**src/rtl/core/skl_pkg.sv**
```systemverilog
// Shared constants, codes and types for the sorted key leaf insert unit.
package skl_pkg;

    localparam int CAPACITY  = 63;
    localparam int NUM_CELLS = CAPACITY - 1;
    localparam int SPLIT_AT  = NUM_CELLS / 2;
    localparam int SPLIT_RUN = NUM_CELLS - SPLIT_AT;
    localparam int CNT_W     = $clog2(NUM_CELLS + 1);
    localparam int RUN_W     = (SPLIT_RUN > 1) ? $clog2(SPLIT_RUN) : 1;
    localparam int KEY_W     = 64;
    localparam int KEPT_W    = 7;
    localparam int STATUS_W  = 2;

    localparam logic [STATUS_W-1:0] STATUS_DUP    = 2'd0;
    localparam logic [STATUS_W-1:0] STATUS_INSERT = 2'd1;
    localparam logic [STATUS_W-1:0] STATUS_SPLIT  = 2'd2;

    typedef enum logic [1:0] {
        ST_IDLE,
        ST_INSERT,
        ST_SPLIT
    } skl_state_t;

    typedef struct packed {
        logic compare;
        logic insert;
        logic shift;
    } skl_cell_ctrl_t;

endpackage

```
**src/rtl/core/skl_cell.sv**
```systemverilog
// One slot of the sorted key chain: compare, ordered insert and split shift.
module skl_cell
    import skl_pkg::*;
(
    input  logic             clk,
    input  logic             rst_n,
    input  skl_cell_ctrl_t   ctrl,
    input  logic             cell_valid,
    input  logic [KEY_W-1:0] bus_key,
    input  logic [KEY_W-1:0] prev_key,
    input  logic             prev_lt,
    input  logic [KEY_W-1:0] next_key,
    output logic [KEY_W-1:0] key,
    output logic             lt,
    output logic             eq
);

    logic [KEY_W-1:0] key_reg;
    logic [KEY_W-1:0] key_next;
    logic             lt_reg;
    logic             lt_next;
    logic             eq_reg;
    logic             eq_next;

    always_comb
    begin
        lt_next  = lt_reg;
        eq_next  = eq_reg;
        key_next = key_reg;
        if (ctrl.compare)
        begin
            lt_next = cell_valid && (key_reg < bus_key);
            eq_next = cell_valid && (key_reg == bus_key);
        end
        if (ctrl.insert && !lt_reg)
        begin
            // keep smaller keys, take the new key at the boundary, else move up
            key_next = prev_lt ? bus_key : prev_key;
        end
        else if (ctrl.shift)
        begin
            key_next = next_key;
        end
    end

    always_ff @(posedge clk or negedge rst_n)
    begin
        if (!rst_n)
        begin
            lt_reg <= 1'b0;
            eq_reg <= 1'b0;
        end
        else
        begin
            lt_reg <= lt_next;
            eq_reg <= eq_next;
        end
    end

    always_ff @(posedge clk)
    begin
        key_reg <= key_next;
    end

    assign key = key_reg;
    assign lt  = lt_reg;
    assign eq  = eq_reg;

endmodule

```
**config.mk**
```make
export PLATFORM = sky130hd
export DESIGN_NAME = skl_cell
export DESIGN_NICKNAME = d
export VERILOG_FILES = /design/src/rtl/core/skl_pkg.sv /design/src/rtl/core/skl_cell.sv
export SDC_FILE = /design/constraint.sdc
export NUM_CORES = 1
export LEC_CHECK = 0
export BUFFER_PORTS_ARGS = -buffer_cell sky130_fd_sc_hd__clkbuf_2
export CORE_MARGIN = 3
export CORE_UTILIZATION = 43
export DETAILED_ROUTE_END_ITERATION = 10
export PLACE_DENSITY = 0.77
export SYNTH_ARGS = -nofsm -noshare
export SYNTH_HDL_FRONTEND = slang
export SYNTH_SLANG_ARGS = --single-unit
```
**constraint.sdc**
```tcl
create_clock -name clk -period 3.65 [get_ports clk]
set_input_delay 1.095 -clock clk [delete_from_list [all_inputs] [get_ports clk]]
set_output_delay 1.095 -clock clk [all_outputs]
set_load 0.02 [all_outputs]
```
==> metrics, run 1 <==
switching share of power=between 30% and 40%; Max transition margin=between 40% and 50%; antenna violations before repair=0; syn nets=~800; top cell type's share of synthesized area=between 30% and 40%; Syn-to-layout area delta=34.82%; row count=38; vias in the first global route=~4700; switching pwr=0.8724 mW; MaxCap Viol Count=0; crit-path cells=clkbuf_2 -> inv_1 -> ha_1 -> nand4_2 -> nor4_4 -> nand2_2 -> nor4_4 -> a22oi_2 -> a32o_1; Clock Root Buffer=clkbuf_16; total iterations of the first detailed-routing run=4; number of flops mapped to enable cells by yosys=64; final setup TNS=0 ns; layout cells sized above 1=a little under two fifths; global-route usage over all layers=between 20% and 30%; hold crit path type=flip-flop to flip-flop; global-route wire length before repair=between 20 and 25 mm; peak supply drop=~230 uV; Max Fclk=~370 MHz; Final min period=between 2 and 3 ns; #FFs+latches synth=66; top-count cell post-synth=nand2_1; clock tree sinks=between 60 and 70; yosys warns=0; total grt overflow=0; unrepaired setup endpoints after global routing=false; Area after DPL=~6400 sq um; number of setup buffers added after CTS=0; commonest cells in the synthesized netlist=nand2_1 (81), o21ai_0 (72), inv_1 (67); Post-CTS Resized=0; status=finished, final reports clean; Leakage=3.646 nW; largest net degree at the start of global routing=103; Mapped Area=roughly 5000 sq um; Die Width=113.2 microns; critical path buffer and inverter count=2; post-synthesis cell type count=35; Starting Density=approximately 45%; # DRC=0; Final Slew Violations=0; Power per Cell Area=394.6 nW/um^2; Placer Congestion=0.8863; Synth area leaders=edfxtp_1 (39%), ha_1 (16%), mux2i_1 (13%); 1st-iter DRT viols=193; post-synthesis cell count=approximately 520; clock slew at reported path FFs=~0.050 ns; Gate power share=around a third; Finish-stage setup viols=0; Tightest Pin Transition=around 0.89 ns; Main synth FF type=edfxtp_1; CTS tree=done; Die H=approximately 110 microns; core area=~11000 sq um; syn avg cell area=~9.6 sq um; clock buffer depth=2; drt via density=around 5.1; Clk pwr share=28.7%; internal power=~1.8 mW; Crit-path slowest cell=nor4_4; Worst-Skew Late Latency=0.32 ns; die area=12820 sq um; Finished Cell Area=6666 sq um; Avg WL per Cell=~15 microns; crit-path max cell delay=between 0.3 and 0.4 ns; async set or reset register ratio after synthesis=under 10%; nets=between 1000 and 1500; cell taking the most area after synthesis=edfxtp_1; Setup Crit Path Kind=input pin to flip-flop; routed vias=about 4700; power share of the sequential group=between 30% and 40%; Num CTS Buffers=9; Data required, critical path=slightly below 4 ns; post-DP HPWL=11.37 mm; CP arrival=2.89 ns; Final Hold Vio Count=0; Worst Setup End Kind=flip-flop; CP Max Fanout=3; clk_skew=slightly below 0.007 ns; Filler cells=approximately 950; Final Cycle Share=about three quarters; max reg flops=64; port buffer count=about 260; delay-heaviest family, CP=simple AND/OR/NAND/NOR gates; DRT antenna net count=0; sequential share of the synthesized area=39.88%; cell repeated most along the worst path=nor4_4; Worst setup SP type=input pin; number of antenna repair diodes=0; hold_buf cts=0; Ports=approximately 270; depth of the CTS H-tree=3; Post-Route WL=roughly 14 mm
==> placed cells by master, fill, tap and decap left out, types with 3 or more instances in the layout <==
cell and n:
a21o_1 3, a21oi_1 28, clkbuf_16 9, clkbuf_2 263, clkinv_1 3, edfxtp_1 64
ha_1 64, inv_1 67, mux2i_1 64, nand2_1 81, nand3_1 8, nand4_1 10
nor2_1 4, o21ai_0 72
==> power by group through the flow <==
stage / Clock (mW) / Sequential, mW / Combinational (mW)
final: 0.756 / 1.04 / 0.837
after global routing: 0.805 / 1.05 / 0.936
after CTS: 0.775 / 1.04 / 0.847
after detailed placement: 0 / 1.05 / 0.839
after global placement: 0 / 1.05 / 0.811
after floorplan: 0 / 1.17 / 0.378
==> cell type report <==
type	instances	area, sq um	area share (%)
Multi-Input combinational cell	363	2650	39.75
Sequential cell	66	1972	29.58
Timing Repair Buffer	266	1364	20.46
Inverter	67	251.5	3.773
Clock buffer	11	232.7	3.491
Tap cell	140	175.2	2.628
Clock inverter	5	21.27	0.3191
==> final timing paths <==
check	from	endpoint	slack [ns]	depth (start not counted)
worst max-delay path	bus_key[58]	lt	0.97	9
worst min-delay path	eq	eq	0.54	2
worst max register to register	key[58]	lt	1.42	7
worst min register to register	eq	eq	0.54	2
max in group asynchronous	rst_n	eq	2.99	1
min in group asynchronous	rst_n	lt	0.56	1
==> through the flow <==
stage | util (%) | hold WS (ns) | cells | total power, mW | worst slack, ns
after floorplan | - | 0.5982 | 517 | 1.547 | 0.1525
after global placement | 58.13 | 0.5081 | 902 | 1.857 | 0.6865
after detailed placement | 58.13 | 0.5338 | 902 | 1.892 | 0.6218
after CTS | 60.44 | 0.5402 | 918 | 2.660 | 0.9657
after global routing | 60.44 | 0.5460 | 918 | 2.791 | 0.8609
final | 60.44 | 0.5355 | 918 | 2.630 | 0.9661
==> layer usage <==
| metal | track usage, % | wire length (microns) | part of all wire [%] |
|---|---|---|---|
| met1 | 25.16 | 5754 | 41 |
| met5 | 0 | 0 | 0 |
| met4 | 9.375 | 350 | 2.5 |
| met2 | 37.09 | 6871 | 49 |
| met3 | 4.064 | 976 | 7.0 |
==> worst reg2reg max path: stages, from the launching register on <==
cell and delay, ns:
edfxtp_1 0.43, ha_1 0.36, nand4_2 0.17, nor4_4 0.38
nand2_2 0.13, nor4_4 0.30, a22oi_2 0.09, a32o_1 0.27
==> kinds of logic after synthesis <==
family / synth area share (%)
AOI/OAI and AO/OA: 12.50
and+or+nand+nor: 11.64
muxes: 12.96
buffers and inverters: 6.832
DFF: 39.88
adders and majority gates: 16.19
Power figures use the tool's default switching activity.
==> inputs of run 2 (changes only) <==
==> constraint.sdc (replaced) <==
create_clock -name clk -period 2.5 [get_ports clk]
set_input_delay 0.75 -clock clk [delete_from_list [all_inputs] [get_ports clk]]
set_output_delay 0.75 -clock clk [all_outputs]
set_load 0.02 [all_outputs]
==> run 2 against run 1 <==
Largest power group unchanged. Power grew 56%. Sequential power grew 46%. First-iteration DRC count shrank 9.8%. Via count grew 2.7%. Clock skew grew 0.0016 ns.
==> metrics, run 2 (synthesized netlist as in run 1, its figures left out) <==
most frequent cells in the layout=clkbuf_2 (263), nand2_1 (81), o21ai_0 (72) (unchanged); dpl ws=-0.1786 ns (was 0.6218 ns); most common cell after layout, fill and taps aside=clkbuf_2 (unchanged); Max Fclk=421.4 MHz; port buffer count=264 (unchanged); crit-path max cell delay=0.42 ns (was 0.38 ns); Worst-Skew Late Latency=0.33 ns (was 0.32 ns); switching pwr=1.302 mW (was 0.8724 mW); Worst setup SP type=input pin (unchanged); DRT antenna net count=0 (unchanged); Data required, critical path=2.70 ns (was 3.85 ns); global-route wire length before repair=22.68 mm (was 21.80 mm); antenna violations before repair=0 (unchanged); Worst Setup End Kind=flip-flop (unchanged); unrepaired setup endpoints after global routing=false (unchanged); core area=11030 sq um (unchanged); hold crit path type=input pin to asynchronous set/reset pin (was flip-flop to flip-flop); power share of the sequential group=36.9% (was 39.5%); met1 Use GR=25.77% (was 25.16%); Gate power share=31.1% (was 31.8%); Clock Root Buffer=clkbuf_16 (unchanged); R2R setup slack=0.25 ns (was 1.42 ns); Clk pwr share=32.1% (was 28.7%); clock tree sinks=66 (unchanged); Crit-path slowest cell=nor4_4 (unchanged); Max transition margin=64.29% (was 40.65%); Die Width=113.2 microns (unchanged); total grt overflow=0 (unchanged); Starting Density=44.83% (unchanged); Ports=265 (unchanged); number of antenna repair diodes=0 (unchanged); max reg flops=64 (unchanged); GR peak layer=met2 (unchanged); internal power=2.811 mW (was 1.758 mW); total iterations of the first detailed-routing run=4 (unchanged); met2 Track Usage GR=39.49% (was 37.09%); clk_skew=0.008539 ns (was 0.006949 ns); Final Cycle Share=between 90% and 100%; Post-Route WL=14.56 mm (was 13.95 mm); Finish-stage setup viols=0 (unchanged); post-DP HPWL=12.09 mm (was 11.37 mm); peak supply drop=302.6 uV (was 234.2 uV); drt via density=5.140 (was 5.093); CTS tree=done (unchanged); Power per Cell Area=596.7 nW/um^2 (was 394.6 nW/um^2); hold_buf cts=0 (unchanged); largest net degree at the start of global routing=57 (was 103); crit-path cells=clkbuf_2 -> inv_1 -> ha_1 -> nand4_2 -> nor4_4 -> nand2_2 -> nor4_4 -> a22oi_2 -> a32o_1 (unchanged); final setup TNS=0 ns (unchanged); status=finished, final reports clean (unchanged); clock slew at reported path FFs=0.05 ns (about the same); Tightest Pin Transition=0.5308 ns (was 0.8902 ns); MaxCap Viol Count=0 (unchanged); Final Hold Vio Count=0 (unchanged); CP arrival=2.58 ns (was 2.89 ns); setup slack after layout=0.1267 ns (was 0.9661 ns); Area after DPL=6583 sq um (was 6412 sq um); CP Max Fanout=2 (was 3); Finished Cell Area=6892 sq um (was 6666 sq um); 1st-iter DRT viols=174 (was 193); Final min period=2.373 ns; row count=38 (unchanged); global-route usage over all layers=22.17% (was 21.17%); cell repeated most along the worst path=nor4_4 (unchanged); Placer Congestion=0.9199 (was 0.8863); vias in the first global route=4865 (was 4693); Avg WL per Cell=15.59 microns (was 15.20 microns); Setup Crit Path Kind=input pin to flip-flop (unchanged); critical path buffer and inverter count=2 (unchanged); number of setup buffers added after CTS=0 (unchanged); worst-case hold slack=0.2090 ns (was 0.5355 ns); nets=1052 (was 1036); die area=12820 sq um (unchanged); depth of the CTS H-tree=3 (unchanged); layout cells sized above 1=38.54% (was 36.76%); Filler cells=942 (was 954); # DRC=0 (unchanged); Syn-to-layout area delta=39.37% (was 34.82%); Core Util, Final=62.48% (was 60.44%); Num CTS Buffers=9 (unchanged); clock buffer depth=2 (unchanged); Post-CTS Resized=0 (unchanged); routed vias=4801 (was 4675); GRT met3 Usage=4.599% (was 4.064%); delay-heaviest family, CP=simple AND/OR/NAND/NOR gates (unchanged); Final Slew Violations=0 (unchanged); switching share of power=31.65% (was 33.17%); Leakage=3.774 nW (was 3.646 nW); Die H=113.2 microns (unchanged)
## run 2: cell count changes in the layout (fill, tap and decap cells not counted)
cell / delta
buf_4: +12
buf_12: +4
clkbuf_1: -2
bufinv_16: +2
clkinv_1: -2
clkinv_2: +2
## run 2: area by class of cell
| class | count | area, sq um | area share, % |
|---|---|---|---|
| multi-input cells | 363 | 2650 | 38.45 |
| flip-flops and latches | 66 | 1972 | 28.61 |
| repair buffers | 282 | 1534 | 22.26 |
| inverters | 67 | 251.5 | 3.649 |
| clock buffers | 9 | 225.2 | 3.268 |
| well taps | 140 | 175.2 | 2.542 |
| clock inverters | 7 | 83.83 | 1.216 |
## run 2: final timing paths
| kind | from | to | cells past startpoint |
|---|---|---|---|
| max in group asynchronous | rst_n | lt | 1 |
| hold / removal | rst_n | eq | 1 |
| setup reg to reg | key[61] | lt | 7 |
| min in group clk | eq | eq | 2 |
| setup / recovery | bus_key[62] | lt | 9 |
| hold reg to reg | eq | eq | 2 |
## run 2: layer usage
layer	wire length, microns	vias to the layer above	share of wire, %
met4	397	0	2.7
met5	0	-	0
li1	-	2392	-
met1	5817	2175	40
met3	1027	30	7.1
met2	7317	204	50
## run 2: metrics by stage
| step | total power, mW | instances |
|---|---|---|
| 6_report | 4.112 | 934 |
| 5_1_grt | 4.348 | 934 |
| 4_1_cts | 4.152 | 934 |
| 3_5_place_dp | 2.819 | 918 |
| 3_3_place_gp | 2.759 | 918 |
| 2_1_floorplan | 2.256 | 517 |
## run 2: power groups by stage
stage	logic, mW	registers, mW	clock network, mW
after floorplan	0.554	1.70	0
after global placement	1.23	1.52	0
after detailed placement	1.28	1.54	0
after CTS	1.29	1.51	1.35
after global routing	1.43	1.53	1.39
final	1.28	1.52	1.32
==> inputs of run 3 (changes only) <==
--- a/config.mk
+++ b/config.mk
@@ -8,8 +8,9 @@
 export BUFFER_PORTS_ARGS = -buffer_cell sky130_fd_sc_hd__clkbuf_2
 export CORE_MARGIN = 3
 export CORE_UTILIZATION = 43
+export CTS_BUF_LIST = sky130_fd_sc_hd__clkbuf_16
 export DETAILED_ROUTE_END_ITERATION = 10
-export PLACE_DENSITY = 0.77
+export PLACE_DENSITY_LB_ADDON = 0.08
 export SYNTH_ARGS = -nofsm -noshare
 export SYNTH_HDL_FRONTEND = slang
 export SYNTH_SLANG_ARGS = --single-unit
==> run 3 against run 2 <==
Count of clock-buffer cells in the layout is the same. Cell area shrank 1.3%. Critical path depth is the same. Maximum frequency grew 4.9%. Register-to-register slack gained 0.11 ns. Sequential share of layout area grew 0.38 points. Sequential power is essentially flat. Clock skew shrank 0.0051 ns. Utilization shrank 0.82 points. Power shrank 4.0%. Wire length shrank 5.7%. Highest routed layer unchanged.
==> metrics, run 3 (synthesized netlist as in run 1, its figures left out) <==
status=finished, final reports clean (unchanged); clock slew at reported path FFs=0.05 ns (about the same); Die H=113.2 microns (unchanged); delay-heaviest family, CP=simple AND/OR/NAND/NOR gates (unchanged); # DRC=0 (unchanged); Final min period=2.262 ns (was 2.373 ns); antenna violations before repair=0 (unchanged); most frequent cells in the layout=clkbuf_2 (263), nand2_1 (81), o21ai_0 (72) (unchanged); post-DP HPWL=11.48 mm (was 12.09 mm); hold_buf cts=0 (unchanged); largest net degree at the start of global routing=65 (was 57); Leakage=3.737 nW (was 3.774 nW); Pwr Total=3.948 mW (was 4.112 mW); Num CTS Buffers=9 (unchanged); CTS tree=done (unchanged); dpl ws=-0.1105 ns (was -0.1786 ns); Avg WL per Cell=14.75 microns (was 15.59 microns); depth of the CTS H-tree=3 (unchanged); row count=38 (unchanged); hold crit path type=input pin to asynchronous set/reset pin (unchanged); unrepaired setup endpoints after global routing=false (unchanged); die area=12820 sq um (unchanged); Worst Setup End Kind=flip-flop (unchanged); vias in the first global route=4710 (was 4865); crit-path cells=clkbuf_2 -> inv_1 -> ha_1 -> nand4_2 -> nor4_4 -> nand2_2 -> nor4_4 -> a22oi_2 -> a32o_1 (unchanged); peak supply drop=278.7 uV (was 302.6 uV); clock tree sinks=66 (unchanged); Area after DPL=6523 sq um (was 6583 sq um); r2r worst-path depth=7 (unchanged); Ports=265 (unchanged); DRT antenna net count=0 (unchanged); final setup TNS=0 ns (unchanged); drt via density=4.989 (was 5.140); Crit-path slowest cell=nor4_4 (unchanged); Max transition margin=68.01% (was 64.29%); Post-CTS Resized=0 (unchanged); Finished Cell Area=6802 sq um (was 6892 sq um); total iterations of the first detailed-routing run=4 (unchanged); routed vias=4645 (was 4801); core area=11030 sq um (unchanged); crit-path max cell delay=0.34 ns (was 0.42 ns); most common cell after layout, fill and taps aside=clkbuf_2 (unchanged); clk_skew=0.003470 ns (was 0.008539 ns); Max Fclk=442.1 MHz (was 421.4 MHz); Die Width=113.2 microns (unchanged); Core Util, Final=61.66% (was 62.48%); worst-case hold slack=0.1986 ns (was 0.2090 ns); post-route insts no fill=931 (was 934); Finish-stage setup viols=0 (unchanged); Post-Route WL=13.74 mm (was 14.56 mm); setup slack after layout=0.2379 ns (was 0.1267 ns); max reg flops=64 (unchanged); Worst-Skew Late Latency=0.32 ns (was 0.33 ns); critical path buffer and inverter count=2 (unchanged); clock buffer depth=2 (unchanged); 1st-iter DRT viols=119 (was 174); global-route usage over all layers=21.57% (was 22.17%); Syn-to-layout area delta=37.55% (was 39.37%); reg-to-reg endpoint=lt (unchanged); number of antenna repair diodes=0 (unchanged); total grt overflow=0 (unchanged); Final Cycle Share=90.48% (was 94.93%); MaxCap Viol Count=0 (unchanged); worst r2r src=key[58] (was key[61]); port buffer count=264 (unchanged); Final Slew Violations=0 (unchanged); Final Hold Vio Count=0 (unchanged); nets=1049 (was 1052); number of setup buffers added after CTS=0 (unchanged); placed cell count=915 (was 918); Starting Density=44.83% (unchanged); layout cells sized above 1=37.80% (was 38.54%); Setup Crit Path Kind=input pin to flip-flop (unchanged); CP Max Fanout=3 (was 2); R2R setup slack=0.36 ns (was 0.25 ns); Clock Root Buffer=clkbuf_16 (unchanged); Data required, critical path=2.71 ns (was 2.70 ns); cell repeated most along the worst path=nor4_4 (unchanged); Worst setup SP type=input pin (unchanged); Power per Cell Area=580.5 nW/um^2 (was 596.7 nW/um^2); global-route wire length before repair=22.11 mm (was 22.68 mm); Tightest Pin Transition=0.4799 ns (was 0.5308 ns); CP arrival=2.48 ns (was 2.58 ns); Placer Congestion=0.8793 (was 0.9199)
[run 3: cell types whose count changed in the layout (fill, tap and decap cells not counted), sizes merged]
cell and delta:
buf -3, inv +3, clkinv -2, bufinv -1
[run 3: cell type report]
cell class | instances | area [sq um]
fillers | 989 | 4229
repair buffers | 279 | 1474
clock buffers | 9 | 225.2
flip-flops and latches | 66 | 1972
well taps | 140 | 175.2
multi-input cells | 363 | 2650
clock inverters | 7 | 53.80
inverters | 67 | 251.5
[run 3: worst max-delay path by stage]
stage	start	end	slack, ns	depth (start not counted)
3_5_place_dp	bus_key[58]	lt	-0.11	9
4_1_cts	bus_key[58]	lt	0.22	9
2_1_floorplan	bus_key[62]	lt	0.12	8
5_1_grt	bus_key[61]	lt	0.10	9
6_report	bus_key[58]	lt	0.24	9
3_3_place_gp	bus_key[58]	lt	-0.08	9
[run 3: where the power goes]
group / internal [mW] / switching [mW] / leakage, nW
registers: 1.42 / 0.0906 / 0.682
clock network: 0.752 / 0.449 / 0.148
logic: 0.510 / 0.730 / 2.91
total: 2.68 / 1.27 / 3.74
[run 3: layer usage]
| layer | track usage [%] | share of wire (%) | vias to the layer above |
|---|---|---|---|
| met4 | 7.612 | 1.6 | 0 |
| met1 | 25.77 | 41 | 2055 |
| li1 | - | - | 2393 |
| met3 | 5.187 | 7.9 | 15 |
| met2 | 37.80 | 49 | 182 |
| met5 | 0 | 0 | - |
